File: src/design/lps_pkg.sv
// package for the line pixel stepper: widths, stream packing, command word
// type shared by the front end, the command queue and the stepping back end
// no dependencies
`timescale 1ns / 1ps
`default_nettype none

package lps_pkg;

    localparam int CoordBits  = 12;
    localparam int ErrBits    = CoordBits + 1;
    localparam int ChanBits   = 8;
    localparam int ColourBits = 3 * ChanBits;

    localparam int SDataUsed = 4 * CoordBits + ColourBits;
    localparam int SDataBits = ((SDataUsed + 7) / 8) * 8;
    localparam int MDataUsed = 2 * CoordBits + ColourBits;
    localparam int MDataBits = ((MDataUsed + 7) / 8) * 8;

    localparam int QueueDepth = 2;
    localparam int QPtrBits   = (QueueDepth > 1) ? $clog2(QueueDepth) : 1;
    localparam int QCntBits   = $clog2(QueueDepth + 1);

    typedef logic [CoordBits-1:0]  t_coord;
    typedef logic [ErrBits-1:0]    t_err;
    typedef logic [ColourBits-1:0] t_colour;

    typedef enum logic {
        LPS_OP_START = 1'b0,
        LPS_OP_TICK  = 1'b1
    } t_lps_op;

    // decoded word handed from the front end to the back end
    typedef struct packed {
        t_lps_op op;
        t_coord  start_x;
        t_coord  start_y;
        t_coord  abs_dx;
        t_coord  abs_dy;
        logic    step_x_neg;
        logic    step_y_neg;
        logic    x_major;
        t_err    error_init;
        t_err    steps;
        t_colour colour;
    } t_lps_cmd;

    // queue status seen by both sides
    typedef struct packed {
        logic not_full;
        logic not_empty;
    } t_lps_qstat;

    function automatic t_coord lps_move(input t_coord c, input logic neg);
        return neg ? t_coord'(c - 1'b1) : t_coord'(c + 1'b1);
    endfunction

endpackage

`default_nettype wire

File: src/design/lps_front.sv
// front end: unpacks an input word and classifies it; a start word has its
// deltas, step signs, major axis and accumulator seed worked out here
// depends on lps_pkg
`timescale 1ns / 1ps
`default_nettype none

module lps_front (
    input  wire logic [lps_pkg::SDataBits-1:0] i_s_tdata,
    input  wire logic                          i_s_tuser,
    output lps_pkg::t_lps_cmd                  o_cmd
);
    import lps_pkg::*;

    t_coord x1, y1, x2, y2, adx, ady, major;
    logic   xmaj;

    always_comb begin
        x1 = i_s_tdata[CoordBits-1:0];
        y1 = i_s_tdata[2*CoordBits-1:CoordBits];
        x2 = i_s_tdata[3*CoordBits-1:2*CoordBits];
        y2 = i_s_tdata[4*CoordBits-1:3*CoordBits];
        adx = (x1 >= x2) ? t_coord'(x1 - x2) : t_coord'(x2 - x1);
        ady = (y1 >= y2) ? t_coord'(y1 - y2) : t_coord'(y2 - y1);
        xmaj = adx >= ady;
        major = xmaj ? adx : ady;

        o_cmd.op         = t_lps_op'(i_s_tuser);
        o_cmd.start_x    = x1;
        o_cmd.start_y    = y1;
        o_cmd.abs_dx     = adx;
        o_cmd.abs_dy     = ady;
        o_cmd.step_x_neg = !(x2 > x1);
        o_cmd.step_y_neg = !(y2 > y1);
        o_cmd.x_major    = xmaj;
        o_cmd.error_init = t_err'(major >> 1);
        o_cmd.steps      = t_err'(major);
        // red sits in the top byte of the colour word
        o_cmd.colour     = {i_s_tdata[4*CoordBits +: ChanBits],
                            i_s_tdata[4*CoordBits+ChanBits +: ChanBits],
                            i_s_tdata[4*CoordBits+2*ChanBits +: ChanBits]};
    end

endmodule

`default_nettype wire

File: src/design/lps_queue.sv
// short command queue between the front end and the back end
// depends on lps_pkg
`timescale 1ns / 1ps
`default_nettype none

module lps_queue (
    input  wire logic         i_clk,
    input  wire logic         i_rst_n,
    input  wire logic         i_push,
    input  lps_pkg::t_lps_cmd i_cmd,
    input  wire logic         i_pop,
    output lps_pkg::t_lps_cmd o_cmd,
    output lps_pkg::t_lps_qstat o_stat
);
    import lps_pkg::*;

    t_lps_cmd              r_mem [QueueDepth];
    logic [QPtrBits-1:0]   r_wr_ptr, n_wr_ptr;
    logic [QPtrBits-1:0]   r_rd_ptr, n_rd_ptr;
    logic [QCntBits-1:0]   r_count, n_count;
    logic                  do_push, do_pop;

    always_comb begin
        do_push = i_push && (r_count != QCntBits'(QueueDepth));
        do_pop  = i_pop && (r_count != '0);
        n_wr_ptr = r_wr_ptr;
        n_rd_ptr = r_rd_ptr;
        n_count  = r_count;
        if (do_push) begin
            n_wr_ptr = (r_wr_ptr == QPtrBits'(QueueDepth - 1)) ? '0 : r_wr_ptr + 1'b1;
        end
        if (do_pop) begin
            n_rd_ptr = (r_rd_ptr == QPtrBits'(QueueDepth - 1)) ? '0 : r_rd_ptr + 1'b1;
        end
        priority if (do_push && !do_pop) begin
            n_count = r_count + 1'b1;
        end else if (do_pop && !do_push) begin
            n_count = r_count - 1'b1;
        end else begin
            n_count = r_count;
        end
    end

    always_ff @(posedge i_clk) begin
        if (!i_rst_n) begin
            r_wr_ptr <= '0;
            r_rd_ptr <= '0;
            r_count  <= '0;
        end else begin
            r_wr_ptr <= n_wr_ptr;
            r_rd_ptr <= n_rd_ptr;
            r_count  <= n_count;
        end
    end

    always_ff @(posedge i_clk) begin
        if (do_push) begin
            r_mem[r_wr_ptr] <= i_cmd;
        end
    end

    assign o_cmd            = r_mem[r_rd_ptr];
    assign o_stat.not_full  = r_count != QCntBits'(QueueDepth);
    assign o_stat.not_empty = r_count != '0;

endmodule

`default_nettype wire

File: src/design/lps_back.sv
// back end: holds the line state, runs one stepping pass per tick word and
// keeps the pixel in an output register until the receiver takes it
// depends on lps_pkg
`timescale 1ns / 1ps
`default_nettype none

module lps_back (
    input  wire logic                          i_clk,
    input  wire logic                          i_rst_n,
    input  lps_pkg::t_lps_cmd                  i_cmd,
    input  lps_pkg::t_lps_qstat                i_stat,
    output logic                               o_pop,
    output logic                               o_m_tvalid,
    input  wire logic                          i_m_tready,
    output logic [lps_pkg::MDataBits-1:0]      o_m_tdata,
    output logic                               o_m_tlast
);
    import lps_pkg::*;

    logic    r_active, n_active;
    t_coord  r_cur_x, n_cur_x, r_cur_y, n_cur_y;
    t_coord  r_abs_dx, n_abs_dx, r_abs_dy, n_abs_dy;
    logic    r_sx_neg, n_sx_neg, r_sy_neg, n_sy_neg, r_x_major, n_x_major;
    t_err    r_err, n_err, r_steps, n_steps;
    t_colour r_colour, n_colour;

    logic    r_out_valid, n_out_valid;
    t_coord  r_px, n_px, r_py, n_py;
    t_colour r_pcol, n_pcol;
    logic    r_plast, n_plast;

    t_coord  major, minor, stx, sty;
    t_err    sum, err_step, steps_dec;
    logic    carry;

    always_comb begin
        o_pop = i_stat.not_empty && (!r_out_valid || i_m_tready);

        major = r_x_major ? r_abs_dx : r_abs_dy;
        minor = r_x_major ? r_abs_dy : r_abs_dx;
        sum = r_err + t_err'(minor);
        carry = sum >= t_err'(major);
        err_step = carry ? t_err'(sum - t_err'(major)) : sum;
        stx = r_cur_x;
        sty = r_cur_y;
        if (carry) begin
            if (r_x_major) begin
                sty = lps_move(r_cur_y, r_sy_neg);
            end else begin
                stx = lps_move(r_cur_x, r_sx_neg);
            end
        end
        if (r_x_major) begin
            stx = lps_move(stx, r_sx_neg);
        end else begin
            sty = lps_move(sty, r_sy_neg);
        end
        steps_dec = r_steps - 1'b1;

        n_active  = r_active;
        n_cur_x   = r_cur_x;
        n_cur_y   = r_cur_y;
        n_abs_dx  = r_abs_dx;
        n_abs_dy  = r_abs_dy;
        n_sx_neg  = r_sx_neg;
        n_sy_neg  = r_sy_neg;
        n_x_major = r_x_major;
        n_err     = r_err;
        n_steps   = r_steps;
        n_colour  = r_colour;

        n_out_valid = r_out_valid && !i_m_tready;
        n_px    = r_px;
        n_py    = r_py;
        n_pcol  = r_pcol;
        n_plast = r_plast;

        if (o_pop) begin
            unique case (i_cmd.op)
                LPS_OP_START: begin
                    n_active  = i_cmd.steps != '0;
                    n_cur_x   = i_cmd.start_x;
                    n_cur_y   = i_cmd.start_y;
                    n_abs_dx  = i_cmd.abs_dx;
                    n_abs_dy  = i_cmd.abs_dy;
                    n_sx_neg  = i_cmd.step_x_neg;
                    n_sy_neg  = i_cmd.step_y_neg;
                    n_x_major = i_cmd.x_major;
                    n_err     = i_cmd.error_init;
                    n_steps   = i_cmd.steps;
                    n_colour  = i_cmd.colour;
                end
                LPS_OP_TICK: begin
                    if (r_active) begin
                        n_cur_x  = stx;
                        n_cur_y  = sty;
                        n_err    = err_step;
                        n_steps  = steps_dec;
                        n_active = steps_dec != '0;
                        n_out_valid = 1'b1;
                        n_px    = stx;
                        n_py    = sty;
                        n_pcol  = r_colour;
                        n_plast = steps_dec == '0;
                    end
                end
                default: begin
                    n_active = r_active;
                end
            endcase
        end
    end

    always_ff @(posedge i_clk) begin
        if (!i_rst_n) begin
            r_active    <= 1'b0;
            r_out_valid <= 1'b0;
        end else begin
            r_active    <= n_active;
            r_out_valid <= n_out_valid;
        end
    end

    always_ff @(posedge i_clk) begin
        r_cur_x   <= n_cur_x;
        r_cur_y   <= n_cur_y;
        r_abs_dx  <= n_abs_dx;
        r_abs_dy  <= n_abs_dy;
        r_sx_neg  <= n_sx_neg;
        r_sy_neg  <= n_sy_neg;
        r_x_major <= n_x_major;
        r_err     <= n_err;
        r_steps   <= n_steps;
        r_colour  <= n_colour;
        r_px      <= n_px;
        r_py      <= n_py;
        r_pcol    <= n_pcol;
        r_plast   <= n_plast;
    end

    assign o_m_tvalid = r_out_valid;
    assign o_m_tdata  = MDataBits'({r_pcol[ChanBits-1:0],
                                    r_pcol[2*ChanBits-1:ChanBits],
                                    r_pcol[3*ChanBits-1:2*ChanBits],
                                    r_py, r_px});
    assign o_m_tlast  = r_plast;

endmodule

`default_nettype wire

File: src/design/line_pixel_stepper.sv
// line pixel stepper top level: front end, command queue, stepping back end
// depends on lps_pkg, lps_front, lps_queue, lps_back
//
// usage
//   slave stream: tuser = 0 starts a line, tuser = 1 asks for the next pixel.
//   a start word carries both endpoints and the colour; it gives no pixel and
//   replaces any line in progress. the start point is never drawn, so a line
//   whose endpoints match gives nothing. a tick with no line gives nothing.
//   master stream: one word per tick of an active line, tlast on the end point.
//   a tick passes through the two-entry queue and then the output register.
//   throughput: one word per cycle in either direction while the receiver keeps
//   tready high, set by the single step of the error accumulator in the back end.
//   stall: the output register holds its pixel; the queue takes up to two
//   more words, then slave tready falls until the receiver takes the pixel.
//   reset: synchronous, clears the queue, the line and the output register.
`timescale 1ns / 1ps
`default_nettype none

module line_pixel_stepper (
    input  wire logic                          i_clk,
    input  wire logic                          i_rst_n,
    input  wire logic                          i_s_tvalid,
    output logic                               o_s_tready,
    // start_x, start_y, end_x, end_y, red_in, green_in, blue_in
    input  wire logic [lps_pkg::SDataBits-1:0] i_s_tdata,
    // op
    input  wire logic                          i_s_tuser,
    output logic                               o_m_tvalid,
    input  wire logic                          i_m_tready,
    // pixel_x, pixel_y, red_out, green_out, blue_out
    output logic [lps_pkg::MDataBits-1:0]      o_m_tdata,
    output logic                               o_m_tlast
);
    import lps_pkg::*;

    t_lps_cmd   front_cmd, head_cmd;
    t_lps_qstat qstat;
    logic       pop;

    lps_front u_front (
        .i_s_tdata (i_s_tdata),
        .i_s_tuser (i_s_tuser),
        .o_cmd     (front_cmd)
    );

    lps_queue u_queue (
        .i_clk   (i_clk),
        .i_rst_n (i_rst_n),
        .i_push  (i_s_tvalid),
        .i_cmd   (front_cmd),
        .i_pop   (pop),
        .o_cmd   (head_cmd),
        .o_stat  (qstat)
    );

    lps_back u_back (
        .i_clk      (i_clk),
        .i_rst_n    (i_rst_n),
        .i_cmd      (head_cmd),
        .i_stat     (qstat),
        .o_pop      (pop),
        .o_m_tvalid (o_m_tvalid),
        .i_m_tready (i_m_tready),
        .o_m_tdata  (o_m_tdata),
        .o_m_tlast  (o_m_tlast)
    );

    assign o_s_tready = qstat.not_full;

endmodule

`default_nettype wire

File: config.mk
export PLATFORM = sky130hd
export DESIGN_NAME = line_pixel_stepper
export DESIGN_NICKNAME = d
export VERILOG_FILES = /design/src/design/lps_pkg.sv /design/src/design/lps_front.sv /design/src/design/lps_queue.sv /design/src/design/lps_back.sv /design/src/design/line_pixel_stepper.sv
export SDC_FILE = /design/constraint.sdc
export NUM_CORES = 1
export LEC_CHECK = 0
export BUFFER_PORTS_ARGS = -buffer_cell sky130_fd_sc_hd__buf_2
export CORE_MARGIN = 5
export CORE_UTILIZATION = 45
export DETAILED_ROUTE_END_ITERATION = 10
export PLACE_DENSITY = 0.75
export SLEW_MARGIN = 10
export SYNTH_ARGS = -nofsm -noshare
export SYNTH_HDL_FRONTEND = slang
export SYNTH_SLANG_ARGS = --single-unit
File: constraint.sdc
create_clock -name i_clk -period 8.4 [get_ports i_clk]
set_input_delay 0.84 -clock i_clk [delete_from_list [all_inputs] [get_ports i_clk]]
set_output_delay 0.84 -clock i_clk [all_outputs]
set_load 0.05 [all_outputs]
==> reports/qor.yml, run 1 <==
outcome:
  outcome: "finished, final reports clean"
logic_synthesis:
  async_flop_share_pct: 0
  synthMuxAreaShare_pct: 9.64
  synth_top_family_by_area: "compound AO/OA/AOI/OAI gates"
  synth.yosys.seq_area_share_pct: 53.2
  synthAdderAreaFrac_pct: 9.71
  synth-simple-area-share_pct: 8.07
  ys.flop_type: "edfxtp_1"
  synth.cell_area_mm2: 0.0187
  synth_xor_area_share_pct: 3.80
  ys_seq_elements: 333
  synth_area_per_cell_um2: 12.1
  yosys.cell_types.count: 72
  syn_inst: 1546
  synth_compound_area_share_pct: 12.2
  yosys_warnings: 0
  synth_nets: 1762
  synth_edf_count: 326
sta:
  hold_viol: 0
  rsz0062_at_grt: "false"
  setup_viol: 0
  worst_pin_slew_ns: 1.17
  slew_headroom_pct: 22.2
  max_freq_mhz: 132
  period_needed_ns: 7.56
  finalSetupTns_ns: 0
  finalCritPeriodShare_pct: 90.0
  finClkSkew_ns: 0.0392
  drv_slew: 0
grt:
  grt_max_degree: 66
  track_usage_pct: 19.3
  grt_overflow: 0
  antenna_found_initial: 3
  grt_pass1_vias: 12600
  grt_first_pass_wirelength_um: 68900
floorplanning:
  initial_utilization_pct: 45.6
  fp.coreArea_mm2: 0.0409
  die_h_um: 214
  ios: 128
  die_w_um: 214
  rows: 74
  die-area_mm2: 0.0457
worst_setup_path:
  worstSetupPathType: "reg -> reg"
  required_ns: 8.64
  startpoint_type: "register"
  cp-end-kind: "register"
  slowest_stage: "edfxtp_1"
  critPathMaxFanout: 15
  crit_path_max_incr_delay_ns: 0.54
  arrival_ns: 7.80
finish:
  final_cell_mix: "edfxtp_1 (326), ha_1 (129), buf_2 (127), inv_1 (122), a21oi_1 (100)"
  drive_gt1_share_pct: 18.3
  nets: 1899
  seq_area_mm2: 0.00993
  multi_input_area_mm2: 0.00815
  area_growth_pct: 13.4
  fillers: 3536
  mostFrequentLayoutCell: "edfxtp_1"
route:
  routed_wl_um: 44200
  dr.pass1.iters: 7
  post_drt_wl_per_cell_um: 19.7
  drc: 0
  viasPerCell: 5.59
  drt.antenna.violating_nets: 0
  drt_iter0_drc: 747
  dr_total_vias: 12500
clock_network:
  cts_hold_buf: 0
  cts_made_buffers: 37
  cts.htree.levels: 2
  cts_setup_buffers: 0
  path_clk_slew_ns: 0.06
  clkSinkCount: 333
  insertion_delay_ns: 0.56
  cts_resized: 0
  clock_path_buffers: 3
  root_buffer: "clkbuf_16"
  cts_tree: "built"
placed_design:
  port_buffers: 127
  globalplace.congestion: 0.911
  dpl.hpwl_um: 31600
worst_hold_path:
  hold_class: "reg -> reg"
job:
  maxCapViolCount: 0
==> final cells by class <==
type | count | share of cell area, %
Sequential cell | 333 | 46.9
Multi-Input combinational cell | 1045 | 38.5
Clock buffer | 43 | 4.58
Timing Repair Buffer | 144 | 3.60
Tap cell | 532 | 3.14
Inverter | 122 | 2.16
Clock inverter | 19 | 1.10
Antenna cell | 1 | 0.0118
==> per-layer routing <==
layer	part of all wire (%)	track usage, %	wire, um	vias to the layer above
met3	6.0	3.39	2640	76
met5	0.061	0	27	-
met2	48	32.3	21100	360
met4	2.9	6.93	1270	4
met1	43	25.5	19200	6040
li1	-	-	-	6026
==> synthesized netlist by cell type (all sizes together), types with 8 or more instances <==
cell type | n | area, um^2
xnor2 | 52 | 455
nand2 | 87 | 327
a211oi | 8 | 60.1
xor2 | 29 | 254
clkbuf | 33 | 124
nor2b | 27 | 169
mux2i | 73 | 731
ha | 129 | 1610
o211ai | 9 | 67.6
and3 | 10 | 62.6
buf | 13 | 60.1
a21o | 30 | 225
edfxtp | 326 | 9790
a21boi | 10 | 75.1
mux2 | 95 | 1070
and2 | 18 | 113
nor2 | 74 | 278
o21ai | 62 | 314
inv | 122 | 458
a31oi | 26 | 163
fa | 10 | 200
or3 | 10 | 62.6
nand4 | 12 | 75.1
nor3 | 23 | 115
nand3 | 13 | 65.1
o21bai | 20 | 150
a21oi | 101 | 509
nand2b | 13 | 81.3
o21a | 20 | 150
==> worst paths after layout <==
| kind | from | to | slack, ns | cells after the start |
|---|---|---|---|---|
| max | u_back.r_x_major$_DFFE_PP_ | u_back.r_cur_y[10]$_DFFE_PP_ | 0.84 | 32 |
| min | u_back.r_colour[6]$_DFFE_PP_ | u_back.r_pcol[6]$_DFFE_PP_ | 0.42 | 0 |
| max reg2reg | u_back.r_x_major$_DFFE_PP_ | u_back.r_cur_y[10]$_DFFE_PP_ | 0.84 | 32 |
| min reg2reg | u_back.r_colour[6]$_DFFE_PP_ | u_back.r_pcol[6]$_DFFE_PP_ | 0.42 | 0 |
==> registers in the layout (all words and copies together), names as in the netlist, 2 cells and up, named ones only <==
register and flops:
u_back.r_cur_y 12, u_queue.r_count 2, u_back.r_px 12, u_back.r_pcol 24, u_back.r_abs_dy 12, u_back.r_cur_x 12, u_back.r_err 13, u_back.r_py 12
u_queue.r_mem 176, u_back.r_abs_dx 12, u_back.r_steps 13, u_back.r_colour 24
==> per-stage QoR <==
step,cells,utilization [%],area [um^2],hold WS (ns),setup slack [ns]
finish,2239,51.8,21200,0.417,0.840
global route,2239,51.8,21200,0.422,0.189
CTS,2238,51.7,21200,0.420,0.851
detailed placement,2176,48.8,20000,0.405,0.896
global placement,2176,48.8,20000,0.402,1.18
floorplan,1546,-,18700,0.400,0.214
==> cells by family (layout without fill, tap and decap cells) <==
| group | after synthesis | count (layout) |
|---|---|---|
| DFF | 333 | 333 |
| xor gates and xnor gates | 81 | 81 |
| buffers and inverters | 168 | 328 |
| AOI/OAI and AO/OA | 350 | 350 |
| muxes | 168 | 168 |
| and+or+nand+nor | 307 | 307 |
| adders and majority gates | 139 | 139 |
| other | 0 | 1 |
==> critical path: cells and delay by family, from the launching register on <==
kind                       cells  cell delay, ns
AOI/OAI and AO/OA             17            3.05
and+or+nand+nor                6            1.41
adders and majority gates      3            1.10
muxes                          3            0.84
DFF                            1            0.54
xor gates and xnor gates       1            0.17
buffers and inverters          2            0.13
Power of run 1 is not shown: default switching activity piles up to over one toggle a cycle in this logic, so the estimate is an artifact.
==> run 2, diff against run 1 <==
- CORE_UTILIZATION: 45 -> 40
- PLACE_DENSITY: 0.75 -> 0.69
- RECOVER_POWER: not set -> 100
==> run 2 against run 1 <==
Against the previous run: the flow now finishes with violations (capacitance limit, slew limit); highest routed layer is now met4; fmax about the same; sequential share of layout area up 0.29 points; non-clock buffer count down 1; die area up 12%; global-route usage down 2.7 points; setup slack worse by 0.0071 ns; first-iteration DRC count down 1.3%; cell count up 3.5%; routed wire length down 1.5%; worst hold slack worse by 0.0041 ns; via count down 1.2%; clock-buffer cell count up 1.
==> reports/qor.yml, run 2 (synthesis results as in run 1) <==
worst_setup_path:
  critPathMaxFanout: 22  # +7
  cp-end-kind: "register"
  startpoint_type: "register"
  arrival_ns: 7.72  # -0.08 ns
  slowest_stage: "or4b_1"
  worstSetupPathType: "reg -> reg"
  crit_path_max_incr_delay_ns: 0.51  # -0.03 ns
  required_ns: 8.56  # -0.08 ns
finish:
  reg.largest.list: "u_queue.r_mem (176), u_back.r_colour (24), u_back.r_pcol (24)"
  mostFrequentLayoutCell: "edfxtp_1"
  fillers: 4228  # +20%
  multi_input_area_mm2: 0.00812  # -0.37%
  largest_register_ffs: 176  # unchanged
  area_growth_pct: 12.7
  stdcell_count: 2317  # +3.5%
  final_cell_mix: "edfxtp_1 (326), ha_1 (129), inv_1 (122), clkbuf_1 (107), a21oi_1 (100)"
  seq_area_mm2: 0.00993  # about the same
  design_area_mm2: 0.0210  # -0.64%
  top_register: "u_queue.r_mem"
  drive_gt1_share_pct: 10.8  # -7.5 points
  nets: 1899  # unchanged
placed_design:
  dp_cells: 2250  # +3.4%
  port_buffers: 127  # unchanged
  dpl_worst_slack_ns: 0.948  # +0.0512 ns
  place_area_mm2: 0.0201  # +0.43%
  globalplace.congestion: 0.872  # -4.3%
  dpl.hpwl_um: 30700  # -2.7%
clock_network:
  cts_setup_buffers: 0  # unchanged
  root_buffer: "clkbuf_16"
  cts_tree: "built"
  cts_resized: 0  # unchanged
  path_clk_slew_ns: 0.06  # about the same
  cts_hold_buf: 0  # unchanged
  cts.htree.levels: 2  # unchanged
  insertion_delay_ns: 0.56  # about the same
  cts_made_buffers: 38  # +2.7%
  clock_path_buffers: 3  # unchanged
  clkSinkCount: 333  # unchanged
route:
  post_drt_wl_per_cell_um: 18.8  # -4.8%
  routed_wl_um: 43500  # -1.5%
  viasPerCell: 5.33  # -4.6%
  drt_iter0_drc: 737  # -1.3%
  dr.pass1.iters: 5  # -2
  dr_total_vias: 12400  # -1.2%
  drc: 0  # unchanged
  drt.antenna.violating_nets: 0  # unchanged
sta:
  drv_slew: 535  # +535
  setup_viol: 0  # unchanged
  fin_ws_ns: 0.833  # -0.00713 ns
  rsz0062_at_grt: "false"
  hold_viol: 0  # unchanged
  finalSetupTns_ns: 0  # unchanged
  finalCritPeriodShare_pct: 90.1  # about the same
  worst_pin_slew_ns: 3.72  # +2.55 ns
  finClkSkew_ns: 0.0375  # -0.00175 ns
  slew_headroom_pct: -148  # -170 points
  period_needed_ns: 7.57  # +0.00713 ns
  max_freq_mhz: 132  # about the same
worst_hold_path:
  hold_class: "reg -> reg"
floorplanning:
  die_h_um: 226  # +5.8%
  fp.coreArea_mm2: 0.0464  # +13%
  die_w_um: 226  # +5.8%
  initial_utilization_pct: 40.3  # -5.4 points
  ios: 128  # unchanged
  rows: 79  # +6.8%
  die-area_mm2: 0.0511  # +12%
grt:
  grt_first_pass_wirelength_um: 67200  # -2.5%
  antenna_found_initial: 1  # -2
  grt_max_degree: 66  # unchanged
  grt_pass1_vias: 12400  # -1.4%
  track_usage_pct: 16.6  # -2.7 points
  grt_overflow: 0  # unchanged
outcome:
  violations: "capacitance limit, slew limit"
  outcome: "finished with violations"
job:
  maxCapViolCount: 12  # +12
## run 2: changes by cell type in the layout (fill, tap and decap cells not counted), sizes merged
cell,change
clkbuf,+102
bufinv,-3
inv,+1
clkinv,+5
buf,-102
diode,+1
clkinvlp,-1
## run 2: area by class of cell
class                      instances  area share [%]
tap                              607            3.61
antenna                            2          0.0238
multi-input combinational       1045            38.6
clock buffer                      44            4.63
clock inverter                    21           0.892
timing repair buffer             143            2.88
inverter                         122            2.18
sequential                       333            47.2
## run 2: path summary, 6_finish.rpt
kind	to	cells past startpoint	from	slack, ns
worst max-delay path	u_back.r_cur_y[10]$_DFFE_PP_	31	u_back.r_x_major$_DFFE_PP_	0.83
worst min-delay path	u_back.r_pcol[0]$_DFFE_PP_	0	u_back.r_colour[0]$_DFFE_PP_	0.41
worst min register to register	u_back.r_pcol[0]$_DFFE_PP_	0	u_back.r_colour[0]$_DFFE_PP_	0.41
worst max register to register	u_back.r_cur_y[10]$_DFFE_PP_	31	u_back.r_x_major$_DFFE_PP_	0.83
## run 2: worst max-delay path, delay by kind of cell (launching register included)
kind / cells / cell delay (ns)
mux: 3 / 0.86
flops: 1 / 0.39
xor+xnor: 1 / 0.21
buf+inv: 2 / 0.38
compound gates: 16 / 2.85
simple gates: 6 / 1.35
fa+ha+maj: 3 / 1.12
## run 2: stage by stage
step / util (%) / hold slack (ns)
after floorplan: - / 0.400
after global placement: 43.3 / 0.401
after detailed placement: 43.3 / 0.405
after CTS: 45.8 / 0.415
after global routing: 45.4 / 0.421
final: 45.4 / 0.412
## run 2: layer usage
| metal | vias to the layer above | GRT usage, % | share of wire (%) |
|---|---|---|---|
| li1 | 6037 | - | - |
| met3 | 70 | 2.51 | 4.9 |
| met1 | 5963 | 22.1 | 45 |
| met5 | - | 0 | 0 |
| met4 | 0 | 5.63 | 2.7 |
| met2 | 281 | 28.0 | 48 |
Power of run 2 is left out for the same reason.
==> run 3, diff against run 2 <==
- SYNTH_HIERARCHICAL: not set -> 1
==> run 3 against run 2 <==
Against the previous run: via count rose by 4.6%; the run still ends with capacitance limit, slew limit left; synthesized cell count up 7.2%; cell count up 4.7%; non-clock buffer count is 4 lower; clock-buffer cell count down 1; first-iteration DRC count is 4.7% higher; highest routed layer unchanged; critical endpoint is now u_back/r_cur_x[9]$_DFFE_PP_; core utilization fell by 0.84 points; setup slack worse by 0.15 ns; sequential share of layout area is 0.81 points higher.
==> reports/qor.yml, run 3 <==
logic_synthesis:
  synth_area_per_cell_um2: 12.3  # +2.2%
  synth_area_leaders: "edfxtp_1 (52%), mux2_2 (8.3%), ha_1 (7.9%)"
  synth.yosys.seq_area_share_pct: 52.6  # -0.53 points
  ys.flop_type: "edfxtp_1"
  synth.cell_area_mm2: 0.0205  # +9.6%
  ys_seq_elements: 361  # +8.4%
  synth-simple-area-share_pct: 7.73  # -0.34 points
  synth_compound_area_share_pct: 10.9  # -1.3 points
  syn_inst: 1657  # +7.2%
  synth_edf_count: 354  # +8.6%
  synthMuxAreaShare_pct: 10.3  # +0.65 points
  synth_common_cells: "edfxtp_1 (354), mux2_2 (151), ha_1 (129)"
  synth_top_area_share_pct: 51.9  # -0.46 points
  synth_xor_area_share_pct: 3.72  # -0.080 points
  synth.most_common_cell: "edfxtp_1"
  yosys_warnings: 6  # +6
  yosys.area.top_type: "edfxtp_1"
  synth_top_family_by_area: "compound AO/OA/AOI/OAI gates"
  async_flop_share_pct: 0  # unchanged
  synthAdderAreaFrac_pct: 8.87  # -0.85 points
  yosys.cell_types.count: 89  # +24%
floorplanning:
  rows: 82  # +3.8%
  ios: 128  # unchanged
  die_w_um: 236  # +4.5%
  die_h_um: 236  # +4.5%
  fp.coreArea_mm2: 0.0504  # +8.7%
  initial_utilization_pct: 40.6  # +0.33 points
  die-area_mm2: 0.0558  # +9.1%
grt:
  grt_overflow: 0  # unchanged
  track_usage_pct: 15.8  # -0.82 points
  antenna_found_initial: 0  # -1
  grt_first_pass_wirelength_um: 71600  # +6.5%
  grt_pass1_vias: 13000  # +4.8%
  grt_max_degree: 69  # +4.5%
route:
  post_drt_wl_per_cell_um: 18.8  # +0.18%
  dr_total_vias: 12900  # +4.6%
  viasPerCell: 5.32  # -0.13%
  drc: 0  # unchanged
  dr.pass1.iters: 5  # unchanged
  routed_wl_um: 45600  # +4.9%
  drt.antenna.violating_nets: 0  # unchanged
  drt_iter0_drc: 772  # +4.7%
worst_setup_path:
  startpoint_type: "register"
  cp-end-kind: "register"
  crit_path_max_incr_delay_ns: 0.75  # +0.24 ns
  crit_top_cell: "ha_1"
  slowest_stage: "o21ai_1"
  arrival_ns: 8.00  # +0.28 ns
  rrSetupSlack_ns: 0.69  # -0.15 ns
  cpLargestDelayFamily: "compound AO/OA/AOI/OAI gates"
  critPathMaxFanout: 13  # -41%
  path_buf_inv: 2  # unchanged
  required_ns: 8.69  # +0.13 ns
  worstSetupPathType: "reg -> reg"
placed_design:
  place_area_mm2: 0.0213  # +6.2%
  port_buffers: 127  # unchanged
  dpl.hpwl_um: 32100  # +4.3%
  globalplace.congestion: 0.926  # +6.2%
  dpl_worst_slack_ns: 0.850  # -0.0971 ns
finish:
  design_area_mm2: 0.0224  # +6.6%
  mostFrequentLayoutCell: "edfxtp_1"
  final_cell_mix: "edfxtp_1 (354), ha_1 (129), mux2_2 (127), inv_1 (112), a21oi_1 (100)"
  top_register: "u_queue/r_mem"
  n_antenna_cell: 0  # -2
  largest_register_ffs: 204  # +16%
  nets: 1941  # +2.2%
  drive_gt1_share_pct: 14.5  # +3.8 points
  area_growth_pct: 9.67
  reg.largest.list: "u_queue/r_mem (204), u_back/r_colour (24), u_back/r_pcol (24)"
sta:
  fin_ws_ns: 0.685  # -0.148 ns
  rsz0062_at_grt: "false"
  slew_headroom_pct: -184  # -36 points
  worst_pin_slew_ns: 4.26  # +0.543 ns
  setup_viol: 0  # unchanged
  hold_viol: 0  # unchanged
  max_freq_mhz: 130  # -1.9%
  whs_ns: 0.412  # -0.000848 ns
  period_needed_ns: 7.71  # +0.148 ns
  finalCritPeriodShare_pct: 91.8  # +1.8 points
  finalSetupTns_ns: 0  # unchanged
  drv_slew: 446  # -17%
  finClkSkew_ns: 0.0255  # -0.0119 ns
clock_network:
  root_buffer: "clkbuf_16"
  clkSinkCount: 361  # +8.4%
  insertion_delay_ns: 0.54  # -0.02 ns
  cts_resized: 0  # unchanged
  cts_hold_buf: 0  # unchanged
  cts_setup_buffers: 0  # unchanged
  clock_path_buffers: 3  # unchanged
  cts_tree: "built"
  cts.htree.levels: 2  # unchanged
  cts_made_buffers: 40  # +5.3%
  path_clk_slew_ns: 0.06  # about the same
outcome:
  outcome: "finished with violations"
  violations: "capacitance limit, slew limit"
job:
  maxCapViolCount: 9  # -3
worst_hold_path:
  hold_class: "reg -> reg"
run 3: changes by cell type in the layout (fill, tap and decap cells not counted), moves of 7 or more:
cell,change
nor2b_1,-15
mux2i_1,-33
a31oi_1,-11
nor2_1,+14
mux2_2,+52
o21a_1,-10
o21bai_1,-8
edfxtp_1,+28
inv_1,-10
clkbuf_1,-12
nand3_1,+7
run 3: final timing paths:
check / from / to / cells past startpoint
setup / recovery: u_back/r_x_major$_DFFE_PP_ / u_back/r_cur_x[9]$_DFFE_PP_ / 29
hold / removal: u_back/r_colour[19]$_DFFE_PP_ / u_back/r_pcol[19]$_DFFE_PP_ / 0
setup reg to reg: u_back/r_x_major$_DFFE_PP_ / u_back/r_cur_x[9]$_DFFE_PP_ / 29
hold reg to reg: u_back/r_colour[19]$_DFFE_PP_ / u_back/r_pcol[19]$_DFFE_PP_ / 0
run 3: per-layer routing:
| metal | wire, um | share of wire (%) | GRT usage [%] | vias to the layer above |
|---|---|---|---|---|
| met5 | 0 | 0 | 0 | - |
| met2 | 22100 | 48 | 27.1 | 332 |
| met1 | 19900 | 44 | 20.5 | 6304 |
| met4 | 1570 | 3.4 | 5.47 | 0 |
| met3 | 2100 | 4.6 | 2.50 | 77 |
| li1 | - | - | - | 6202 |
run 3: stage by stage:
step / std cells / util, %
floorplan: 1659 / -
global placement: 2355 / 42.3
finish: 2426 / 44.5
detailed placement: 2355 / 42.3
CTS: 2426 / 45.0
global route: 2426 / 44.5
run 3: area by class of cell:
class,instances,area (um^2)
Clock buffer,43,1030
Multi-Input combinational cell,1069,8430
Clock inverter,28,344
Timing Repair Buffer,139,592
Sequential cell,361,10800
Inverter,114,429
Tap cell,672,841
Fill cell,4567,27900
run 3: cell families after synthesis:
kind of cell / count (synthesis)
compound gates: 339
xor+xnor: 86
fa+ha+maj: 139
buf+inv: 229
flops: 361
mux: 191
other cells: 1
simple gates: 311
run 3: worst reg2reg max path: cells and delay by family (launching register included):
kind                       cells  cell delay (ns)
and+or+nand+nor                6             0.89
AOI/OAI and AO/OA             13             3.28
DFF                            1             0.68
muxes                          3             1.16
xor gates and xnor gates       1             0.19
adders and majority gates      4             1.13
buffers and inverters          2             0.16
Power of run 3 is left out for the same reason.
